File: config.mk
export PLATFORM = sky130hd
export DESIGN_NAME = prpzs_front
export DESIGN_NICKNAME = d
export VERILOG_FILES = /design/src/rtl/prpzs_pkg.sv /design/src/rtl/prpzs_front.sv
export SDC_FILE = /design/constraint.sdc
export NUM_CORES = 1
export LEC_CHECK = 0
export BUFFER_PORTS_ARGS = -buffer_cell sky130_fd_sc_hd__buf_2
export CAP_MARGIN = 15
export CORE_MARGIN = 3
export CORE_UTILIZATION = 40
export DETAILED_ROUTE_END_ITERATION = 10
export PLACE_DENSITY_LB_ADDON = 0.25
export REMOVE_ABC_BUFFERS = 1
export SLEW_MARGIN = 15
export SYNTH_ARGS = -nofsm -noshare
export SYNTH_HDL_FRONTEND = slang
export SYNTH_SLANG_ARGS = --single-unit
File: constraint.sdc
create_clock -name clk -period 7.4 [get_ports clk]
set_clock_uncertainty 0.15 [all_clocks]
set_input_delay 0.74 -clock clk [delete_from_list [all_inputs] [get_ports clk]]
set_output_delay 0.74 -clock clk [all_outputs]
set_load 0.01 [all_outputs]
File: src/rtl/prpzs_pkg.sv
`timescale 1ns / 1ps
// ----------------------------------------------------------------------------
// prpzs_pkg
// shared types, widths and constants of the point plotter
// ----------------------------------------------------------------------------
package prpzs_pkg;

  localparam int COORD_W = 23;   // rotated coordinate, signed q14
  localparam int MA_W    = 24;   // multiplier operand a
  localparam int MB_W    = 19;   // multiplier operand b
  localparam int PROD_W  = 43;
  localparam int ACC_W   = 44;
  localparam int NUM_W   = 32;   // divider numerator / quotient
  localparam int DEN_W   = 24;   // divider denominator
  localparam int CELL_W  = 13;   // cell index port width
  localparam int GLYPH_W = 7;

  localparam logic [3:0] BLANK_CODE = 4'd12;
  localparam logic [6:0] GLYPH_SPACE = 7'd32;
  localparam logic signed [MB_W-1:0] SHADE_K = 19'sd254875;
  localparam int W_OFFSET = 81920;  // 5.0 in q14

  // item kinds as classified by the front end
  localparam logic [1:0] KIND_PLOT = 2'd0;
  localparam logic [1:0] KIND_READ = 2'd1;
  localparam logic [1:0] KIND_SKIP = 2'd2;

  // configuration register indexes
  localparam logic [2:0] REG_COS_X = 3'd0;
  localparam logic [2:0] REG_SIN_X = 3'd1;
  localparam logic [2:0] REG_COS_Y = 3'd2;
  localparam logic [2:0] REG_SIN_Y = 3'd3;
  localparam logic [2:0] REG_COS_Z = 3'd4;
  localparam logic [2:0] REG_SIN_Z = 3'd5;

  typedef struct packed {
    logic signed [15:0] cx;
    logic signed [15:0] sx;
    logic signed [15:0] cy;
    logic signed [15:0] sy;
    logic signed [15:0] cz;
    logic signed [15:0] sz;
  } cfg_t;

  typedef struct packed {
    logic [1:0]         kind;
    logic signed [15:0] ux;
    logic signed [15:0] uy;
    logic signed [14:0] ax;
    logic [12:0]        addr;
  } item_t;

  typedef struct packed {
    logic              written;
    logic [CELL_W-1:0] cell_no;
    logic [6:0]        glyph;
  } result_t;

  function automatic logic [6:0] glyph_of(input logic [3:0] code);
    logic [6:0] g;
    unique case (code)
      4'd0:    g = 7'd46;   // .
      4'd1:    g = 7'd44;   // ,
      4'd2:    g = 7'd45;   // -
      4'd3:    g = 7'd126;  // ~
      4'd4:    g = 7'd58;   // :
      4'd5:    g = 7'd59;   // ;
      4'd6:    g = 7'd61;   // =
      4'd7:    g = 7'd33;   // !
      4'd8:    g = 7'd42;   // *
      4'd9:    g = 7'd35;   // #
      4'd10:   g = 7'd36;   // $
      4'd11:   g = 7'd64;   // @
      default: g = GLYPH_SPACE;
    endcase
    return g;
  endfunction

endpackage

File: src/rtl/prpzs_front.sv
`timescale 1ns / 1ps
// ----------------------------------------------------------------------------
// prpzs_front
// accepts requests, classifies them and buffers them for the back end
// ----------------------------------------------------------------------------
module prpzs_front #(
  parameter int CELLS = 7040
) (
  input  logic                  clk,
  input  logic                  rst,
  input  logic                  push,
  output logic                  full,
  input  logic                  opcode,
  input  logic signed [15:0]    unit_x,
  input  logic signed [15:0]    unit_y,
  input  logic signed [14:0]    axial_pos,
  input  logic [12:0]           cell_addr,
  input  logic                  hold,
  output prpzs_pkg::item_t      item,
  output logic                  item_valid,
  input  logic                  item_ready
);
  import prpzs_pkg::*;

  item_t      ent [2];
  logic       wp, rp;
  logic [1:0] cnt;
  item_t      incoming;
  logic       do_push, do_pop;

  always_comb begin
    incoming.ux   = unit_x;
    incoming.uy   = unit_y;
    incoming.ax   = axial_pos;
    incoming.addr = cell_addr;
    if (!opcode) begin
      incoming.kind = KIND_PLOT;
    end else if (32'(cell_addr) < 32'(CELLS)) begin
      incoming.kind = KIND_READ;
    end else begin
      incoming.kind = KIND_SKIP;
    end
  end

  assign full       = (cnt == 2'd2) || hold;
  assign do_push    = push && !full;
  assign item_valid = (cnt != 2'd0);
  assign do_pop     = item_valid && item_ready;
  assign item       = ent[rp];

  always_ff @(posedge clk) begin
    if (rst) begin
      wp  <= 1'b0;
      rp  <= 1'b0;
      cnt <= 2'd0;
    end else begin
      if (do_push) begin
        wp <= !wp;
      end
      if (do_pop) begin
        rp <= !rp;
      end
      cnt <= cnt + 2'(do_push) - 2'(do_pop);
    end
  end

  always_ff @(posedge clk) begin
    if (do_push) begin
      ent[wp] <= incoming;
    end
  end

endmodule

==> impl_metrics.yaml <==
sta:
  setup_viol: 0
  holdWs_ps: 369
  fmax_ghz: 0.319
  fin_setup_tns_ps: 0
  rsz0062_at_grt: "no"
  slew_viol_final: 0
  worstMarginPinSlew_ps: 922
  post-route-min-period_ps: 3140
  period_share: 0.424
  hold_viol: 0
  max_slew_margin: 0.385
synthesis:
  synthMuxAreaShare: 0.185
  synth-simple-area-share: 0.0208
  synth_compound_area_frac: 0.00272
  synth.distinct_cells: 21
  ys_seq_area_frac: 0.755
  synthCells: 225
  synth_seq_cells: 129
  synth_area_sq_um: 5060
  yosysWarnings: 0
  synthAdderAreaFrac: 0.00494
  synth_top_family_by_area: "multiplexers"
  syn_avg_cell_area_sq_um: 22.5
  yosys.area_share.xor_xnor: 0.00346
power_and_ir_drop:
  power_mw: 2.15
  ir_worst_vdd_v: 0.000188
  p_leak_nw: 2.49
  cellPowerDensity_nw_per_um2: 339
route:
  drt_iter0_drc: 150
  detail_route.vias_per_cell: 4.54
  vias: 2498
  wirelength_um: 8760
  drc_errors: 0
  drt-pass1-iter-count: 4
  ant_nets: 0
  wl_per_cell_um: 15.9
placed_design:
  io_buffers: 129
  placed_area_sq_um: 5830
  place_hpwl_um: 5580
  place_congestion: 0.727
clock_tree:
  insertion_delay_ps: 400
  cts_buffers: 17
  htree_levels: 4
  clock_path_buffers: 2
  cts-resized-gates: 0
  clock_sinks: 129
  clockRootBuffer: "clkbuf_16"
  path_clk_slew_ps: 50
  cts_setup_buffers: 0
  cts_tree: "built"
  ctsHoldBuffers: 0
critical_path:
  slowest_stage: "buf_4"
  critical_path_arrival_ps: 2250
  cpPeakStageDelay_ps: 770
  worstSetupPathType: "reg2out"
  cp_max_fo: 49
  path_cells: "buf_4 -> mux2_2 -> buf_2"
  endpoint_kind: "output port"
  cp_num_buf_inv: 2
  required_ps: 6510
  worst_setup_path_start_kind: "register"
  worst_path_dominant_cell_family: "buffers and inverters"
floorplan:
  dieArea_sq_um: 14000
  die_h_um: 119
  start_util: 0.415
  coreArea_sq_um: 12200
  ioPinCount: 130
  rows: 40
  die_w_um: 119
final_layout:
  postLayoutCellArea_sq_um: 6340
  layout_commonest_cell: "buf_2"
  drive_above_1_share: 0.584
  area_growth_syn_to_layout_pct: 25.3
  final_cell_mix: "buf_2 (129), edfxtp_1 (124), mux2_4 (61), clkbuf_16 (17), nor2_1 (6)"
  fin_util: 0.519
  finish.net_count: 437
  num_antenna_cells: 0
grt:
  grt_pass1_wl_um: 14000
  grtUsageTotal: 0.131
  grt_pass1_vias: 2669
  grt_max_degree: 63
  grt_overflow: 0
  antenna_found_initial: 1
hold_path:
  hold_class: "reg2reg"
outcome:
  status: "finished clean"
job:
  maxCapViolations: 0
==> worst paths after layout <==
path,from,to,slack [ps],cells after the start
setup / recovery,register,item[60],4260,3
hold / removal,rp,rp,370,2
setup reg to reg,cnt[0],ent[0][38],5400,4
hold reg to reg,rp,rp,370,2
==> per-layer routing <==
metal	share of wire	global-route usage	vias to the layer above
li1	-	-	1168
met1	0.45	0.162	1224
met2	0.47	0.198	94
met3	0.072	0.0589	10
met4	0.012	0.0630	2
met5	0.00080	0	-
==> cell usage after synthesis <==
cell	number	share of area
nand3b_4	1	0.0040
xor2_1	1	0.0017
dfxtp_1	5	0.020
buf_12	6	0.024
or2_2	1	0.0012
and2_1	2	0.0025
ha_1	2	0.0049
nand2b_1	1	0.0012
edfxtp_1	124	0.74
inv_1	2	0.0015
nand2b_2	1	0.0017
mux2_2	2	0.0044
nand2_1	1	0.00074
nor2_1	8	0.0059
a31oi_1	1	0.0012
nor2b_1	2	0.0025
buf_6	1	0.0022
nor3_1	1	0.00099
o21a_1	1	0.0015
mux2_4	61	0.18
xnor2_1	1	0.0017
==> cell families (layout without fill, tap and decap cells) <==
family	count (synthesis)	in the layout
buffers and inverters	9	166
flip-flops	129	129
AND/OR/NAND/NOR	18	18
multiplexers	63	63
XOR/XNOR	2	2
adder cells (fa/ha/maj)	2	2
AO/OA/AOI/OAI	2	2
==> worst register-to-register path: cells and delay by family (launching register included) <==
family | cells | cell delay (ps)
buffers and inverters | 1 | 640
flip-flops | 1 | 360
AND/OR/NAND/NOR | 3 | 390
==> metrics by stage <==
stage | setup WS [ps] | instances
after detailed placement | 4630 | 518
after global routing | 4110 | 550
after CTS | 4190 | 550
final | 4260 | 550
after global placement | 4620 | 518
after floorplan | 3260 | 218
==> power breakdown <==
group / internal (mW) / total, mW / switching, mW
Sequential: 0.875 / 0.909 / 0.0339
Combinational: 0.280 / 0.521 / 0.241
Clock: 0.452 / 0.718 / 0.266
==> cell type report <==
type / count / area, sq um
inverter: 2 / 7.51
fill: 1042 / 5870
clock inverter: 10 / 68.8
timing repair buffer: 132 / 668
multi-input combinational: 87 / 1110
clock buffer: 22 / 444
sequential: 129 / 3830
tap: 168 / 210
==> flip-flops by register name, indices dropped and copies added (netlist names), named ones only <==
signal,cells
ent,124
wp,1
rp,1
cnt,2
Power figures use the tool's default switching activity.
