`config.mk`:
```
export PLATFORM = sky130hd
export DESIGN_NAME = prpzs_outq
export DESIGN_NICKNAME = d
export VERILOG_FILES = /design/src/rtl/prpzs_pkg.sv /design/src/rtl/prpzs_outq.sv
export SDC_FILE = /design/constraint.sdc
export NUM_CORES = 1
export LEC_CHECK = 0
export BUFFER_PORTS_ARGS = -buffer_cell sky130_fd_sc_hd__buf_4
export CORE_MARGIN = 2
export CORE_UTILIZATION = 25
export CTS_CLUSTER_SIZE = 25
export DETAILED_ROUTE_END_ITERATION = 8
export PLACE_DENSITY = 0.47
export SLEW_MARGIN = 25
export SYNTH_ARGS = -nofsm -noshare
export SYNTH_HDL_FRONTEND = slang
export SYNTH_SLANG_ARGS = --single-unit
```
`constraint.sdc`:
```
create_clock -name clk -period 2.5 [get_ports clk]
set_input_delay 0.25 -clock clk [delete_from_list [all_inputs] [get_ports clk]]
set_output_delay 0.25 -clock clk [all_outputs]
set_load 0.05 [all_outputs]
```
`src/rtl/prpzs_pkg.sv`:
```
`timescale 1ns / 1ps
// ----------------------------------------------------------------------------
// prpzs_pkg
// shared types, widths and constants of the point plotter
// ----------------------------------------------------------------------------
package prpzs_pkg;

  localparam int COORD_W = 23;   // rotated coordinate, signed q14
  localparam int MA_W    = 24;   // multiplier operand a
  localparam int MB_W    = 19;   // multiplier operand b
  localparam int PROD_W  = 43;
  localparam int ACC_W   = 44;
  localparam int NUM_W   = 32;   // divider numerator / quotient
  localparam int DEN_W   = 24;   // divider denominator
  localparam int CELL_W  = 13;   // cell index port width
  localparam int GLYPH_W = 7;

  localparam logic [3:0] BLANK_CODE = 4'd12;
  localparam logic [6:0] GLYPH_SPACE = 7'd32;
  localparam logic signed [MB_W-1:0] SHADE_K = 19'sd254875;
  localparam int W_OFFSET = 81920;  // 5.0 in q14

  // item kinds as classified by the front end
  localparam logic [1:0] KIND_PLOT = 2'd0;
  localparam logic [1:0] KIND_READ = 2'd1;
  localparam logic [1:0] KIND_SKIP = 2'd2;

  // configuration register indexes
  localparam logic [2:0] REG_COS_X = 3'd0;
  localparam logic [2:0] REG_SIN_X = 3'd1;
  localparam logic [2:0] REG_COS_Y = 3'd2;
  localparam logic [2:0] REG_SIN_Y = 3'd3;
  localparam logic [2:0] REG_COS_Z = 3'd4;
  localparam logic [2:0] REG_SIN_Z = 3'd5;

  typedef struct packed {
    logic signed [15:0] cx;
    logic signed [15:0] sx;
    logic signed [15:0] cy;
    logic signed [15:0] sy;
    logic signed [15:0] cz;
    logic signed [15:0] sz;
  } cfg_t;

  typedef struct packed {
    logic [1:0]         kind;
    logic signed [15:0] ux;
    logic signed [15:0] uy;
    logic signed [14:0] ax;
    logic [12:0]        addr;
  } item_t;

  typedef struct packed {
    logic              written;
    logic [CELL_W-1:0] cell_no;
    logic [6:0]        glyph;
  } result_t;

  function automatic logic [6:0] glyph_of(input logic [3:0] code);
    logic [6:0] g;
    unique case (code)
      4'd0:    g = 7'd46;   // .
      4'd1:    g = 7'd44;   // ,
      4'd2:    g = 7'd45;   // -
      4'd3:    g = 7'd126;  // ~
      4'd4:    g = 7'd58;   // :
      4'd5:    g = 7'd59;   // ;
      4'd6:    g = 7'd61;   // =
      4'd7:    g = 7'd33;   // !
      4'd8:    g = 7'd42;   // *
      4'd9:    g = 7'd35;   // #
      4'd10:   g = 7'd36;   // $
      4'd11:   g = 7'd64;   // @
      default: g = GLYPH_SPACE;
    endcase
    return g;
  endfunction

endpackage

```
`src/rtl/prpzs_outq.sv`:
```
`timescale 1ns / 1ps
// ----------------------------------------------------------------------------
// prpzs_outq
// two-entry result queue facing the consumer
// ----------------------------------------------------------------------------
module prpzs_outq (
  input  logic                  clk,
  input  logic                  rst,
  input  prpzs_pkg::result_t    res,
  input  logic                  res_valid,
  output logic                  res_ready,
  output prpzs_pkg::result_t    head,
  output logic                  empty,
  input  logic                  pop
);
  import prpzs_pkg::*;

  result_t    ent [2];
  logic       wp, rp;
  logic [1:0] cnt;
  logic       do_push, do_pop;

  assign res_ready = (cnt != 2'd2);
  assign empty     = (cnt == 2'd0);
  assign do_push   = res_valid && res_ready;
  assign do_pop    = pop && !empty;
  assign head      = ent[rp];

  always_ff @(posedge clk) begin
    if (rst) begin
      wp  <= 1'b0;
      rp  <= 1'b0;
      cnt <= 2'd0;
    end else begin
      if (do_push) begin
        wp <= !wp;
      end
      if (do_pop) begin
        rp <= !rp;
      end
      cnt <= cnt + 2'(do_push) - 2'(do_pop);
    end
  end

  always_ff @(posedge clk) begin
    if (do_push) begin
      ent[wp] <= res;
    end
  end

endmodule
```
==> summary.md <==
| Metric | Value |
|---|---|
| Layout area overhead | `33.1%` |
| # rows | `30` |
| Root Buffer | `clkbuf_8` |
| Crit Path Max Fanout | `4` |
| Switch Pwr | `929 uW` |
| Worst Setup EP | `cnt[1]` |
| Post-Synthesis Cells | `89` |
| GPL Wtd Cong | `0.722` |
| Top-area cell type share of the netlist area | `72.2%` |
| Final antenna-violating net count | `0` |
| Initial core utilization | `25.7%` |
| Power Total | `2480 uW` |
| Count of buffers from port buffering | `47` |
| Clk_lat worst skew | `0.29 ns` |
| Hold_ws | `0.140 ns` |
| Avg Vias per Cell | `3.86` |
| DR vias | `938` |
| Synth cell count leaders | `42 x edfxtp_1, 21 x mux2_2, 6 x nor2_1, 5 x dfxtp_1` |
| Async S/R FF share, synth | `0%` |
| Die H | `87.6 um` |
| Reg-to-Reg End | `cnt[1]` |
| Number of DRC markers in iteration 0 | `28` |
| CP Launch Type | `flop` |
| Reg2reg setup slack | `0.81 ns` |
| Slowest stage delay, CP | `0.38 ns` |
| Avg WL per Cell | `13.1 um` |
| Fmax | `593 MHz` |
| Netlist cell types | `15` |
| Synth Flop Type | `edfxtp_1` |
| Post-route cell area | `0.00233 sq mm` |
| First-pass iteration count of the detailed router | `2` |
| Overflow after GRT | `0` |
| Clock power share | `17.1%` |
| Htree depth | `2` |
| Hpwl dp | `2.29 mm` |
| Internal power | `1550 uW` |
| Slew HR | `79.8%` |
| CP required | `2.68 ns` |
| Top-count cell post-synth | `edfxtp_1` |
| N_diodes | `0` |
| Chip width | `87.6 um` |
| Flops & latches, synth | `47` |
| Comb power frac | `41.3%` |
| PostCTS Resize Cnt | `0` |
| Critical Path Slowest Stage Cell | `dfxtp_1` |
| Power per cell area | `1070 mW/mm^2` |
| Die Footprint | `0.00768 sq mm` |
| Switching Share | `37.5%` |
| CTS tree | `built` |
| Setup violators final | `0` |
| Worst-Margin Slew | `0.303 ns` |
| Critical path launch point | `cnt[0]` |
| Peak supply drop | `0.546 mV` |
| Total Wirelength | `3.19 mm` |
| Leak Pwr | `0.000876 uW` |
| Cell area after synthesis | `0.00175 sq mm` |
| Num Clock Sinks | `47` |
| Hold Path Origin | `res[10]` |
| Antenna violations before repair | `0` |
| Total clock buffers created by CTS | `5` |
| Number of global-route vias before repair | `1,027` |
| Largest net degree at the start of global routing | `22` |
| Reg power frac | `41.6%` |
| First-pass GRT wire length | `4.84 mm` |
| Hold-fix buffers, CTS | `0` |
| Most frequent CP cell | `ha_1` |
| Worst R2R Path Depth | `8` |
| Max Slew Vio Count | `0` |
| Setup repair after global routing missed its margin | `false` |
| Max Root-Sink Buffers | `2` |
| Fin. Hold Viols | `0` |
| Critical path capture point type | `flop` |
| Sequential fraction of the synthesis area | `77.9%` |
| CP Class | `reg2reg` |
| RR Startpoint | `cnt[0]` |
| Fin Clk Skew | `0.00393 ns` |
| Ys Warns | `0` |
| CTS clk-pin slew, worst paths | `0.08 ns` |
| Utilization after layout | `34.3%` |
| DP Area | `0.00225 sq mm` |
| Core Box Area | `0.00679 sq mm` |
| Period utilisation layout | `67.5%` |
| DRC violations left | `0` |
| Cell taking the most area after synthesis | `edfxtp_1` |
| Gr usage total | `8.68%` |
| Mapped Avg Cell Area | `19.6 sq um` |
| Critical path data arrival time | `1.87 ns` |
| Max_cap viols | `0` |
| Final min period | `1.69 ns` |
| Share of cells above drive strength 1 | `57.1%` |
| I/O Pins | `48` |
| Mapped Nets | `116` |
| Status | `finished, final reports clean` |
| Nets | `173` |
| Fill cell count | `681` |
| Hold Crit Class | `in2reg` |
| Number of synthesized flops with an enable pin | `42` |
| Synth top area cells | `edfxtp_1 72%, mux2_2 14%, dfxtp_1 5.7%` |
| Setup TNS | `0 ns` |
| CP Cell Sequence | `nand2b_2, nand2_2, ha_1, inv_1, ha_1, xor2_1, xnor2_1, nor2_1` |
| Postcts setup bufs | `0` |
## through the flow
| step | worst slack, ns | cells |
|---|---|---|
| 2_1_floorplan | 0.406 | 89 |
| 3_3_place_gp | 1.01 | 235 |
| 3_5_place_dp | 0.813 | 235 |
| 4_1_cts | 0.787 | 243 |
| 5_1_grt | 0.709 | 243 |
| 6_report | 0.813 | 243 |
## worst min-delay path by stage
stage | cells after the start | endpoint | slack [ns]
detailed placement | 1 | ent[0][14] | 0.44
floorplan | 1 | cnt[0] | 0.32
CTS | 1 | ent[1][7] | 0.13
global placement | 1 | ent[0][8] | 0.44
finish | 1 | ent[0][10] | 0.14
global route | 1 | ent[0][13] | 0.12
## sequential cells by signal (all words and copies together), names as in the netlist, named ones only
signal  cells
wp          1
ent        42
rp          1
cnt         2
## cells by family after synthesis
logic type / Yosys count / share of synthesized area (%)
buf+inv: 3 / 1.07
fa+ha+maj: 2 / 1.43
flops: 47 / 77.9
compound gates: 1 / 0.501
simple gates: 11 / 3.22
mux: 22 / 14.4
xor+xnor: 3 / 1.50
## critical path, delay by kind of cell (launching register included)
family                   cells  cell delay (ns)
XOR/XNOR                     2             0.38
adder cells (fa/ha/maj)      2             0.43
buffers and inverters        1             0.06
flip-flops                   1             0.38
AND/OR/NAND/NOR              3             0.32
## power by group through the flow
stage / clock network, uW / registers, uW / logic, uW
2_1_floorplan: 0 / 1040 / 735
5_1_grt: 479 / 1040 / 1080
3_5_place_dp: 0 / 1050 / 1040
3_3_place_gp: 0 / 1040 / 1020
4_1_cts: 450 / 1030 / 1050
6_report: 424 / 1030 / 1030
## layer usage
| layer | GRT usage, % | up-vias | part of all wire, % |
|---|---|---|---|
| met3 | 3.49 | 4 | 4.4 |
| li1 | - | 449 | - |
| met4 | 3.78 | 0 | 1.3 |
| met5 | 0 | - | 0 |
| met2 | 15.4 | 19 | 56 |
| met1 | 9.00 | 466 | 38 |
## cells in the final DEF, fill, tap and decap left out, types with 2 or more instances in the layout
master    Yosys  final
buf_4         2     52
edfxtp_1     42     42
mux2_2       21     21
nor2_1        6      5
dfxtp_1       5      5
clkbuf_8      0      5
nor2b_1       2      2
xnor2_1       2      2
ha_1          2      2
clkbuf_1      0      2
## final cells by class
class,count,area (sq um),area share (%)
flip-flops and latches,47,1360,58.5
clock buffers,7,76.3,3.28
clock inverters,1,5.00,0.215
repair buffers,52,390,16.8
inverters,1,3.75,0.161
multi-input cells,39,370,15.9
well taps,96,120,5.16
No activity file was read; power rests on OpenSTA's default activity.
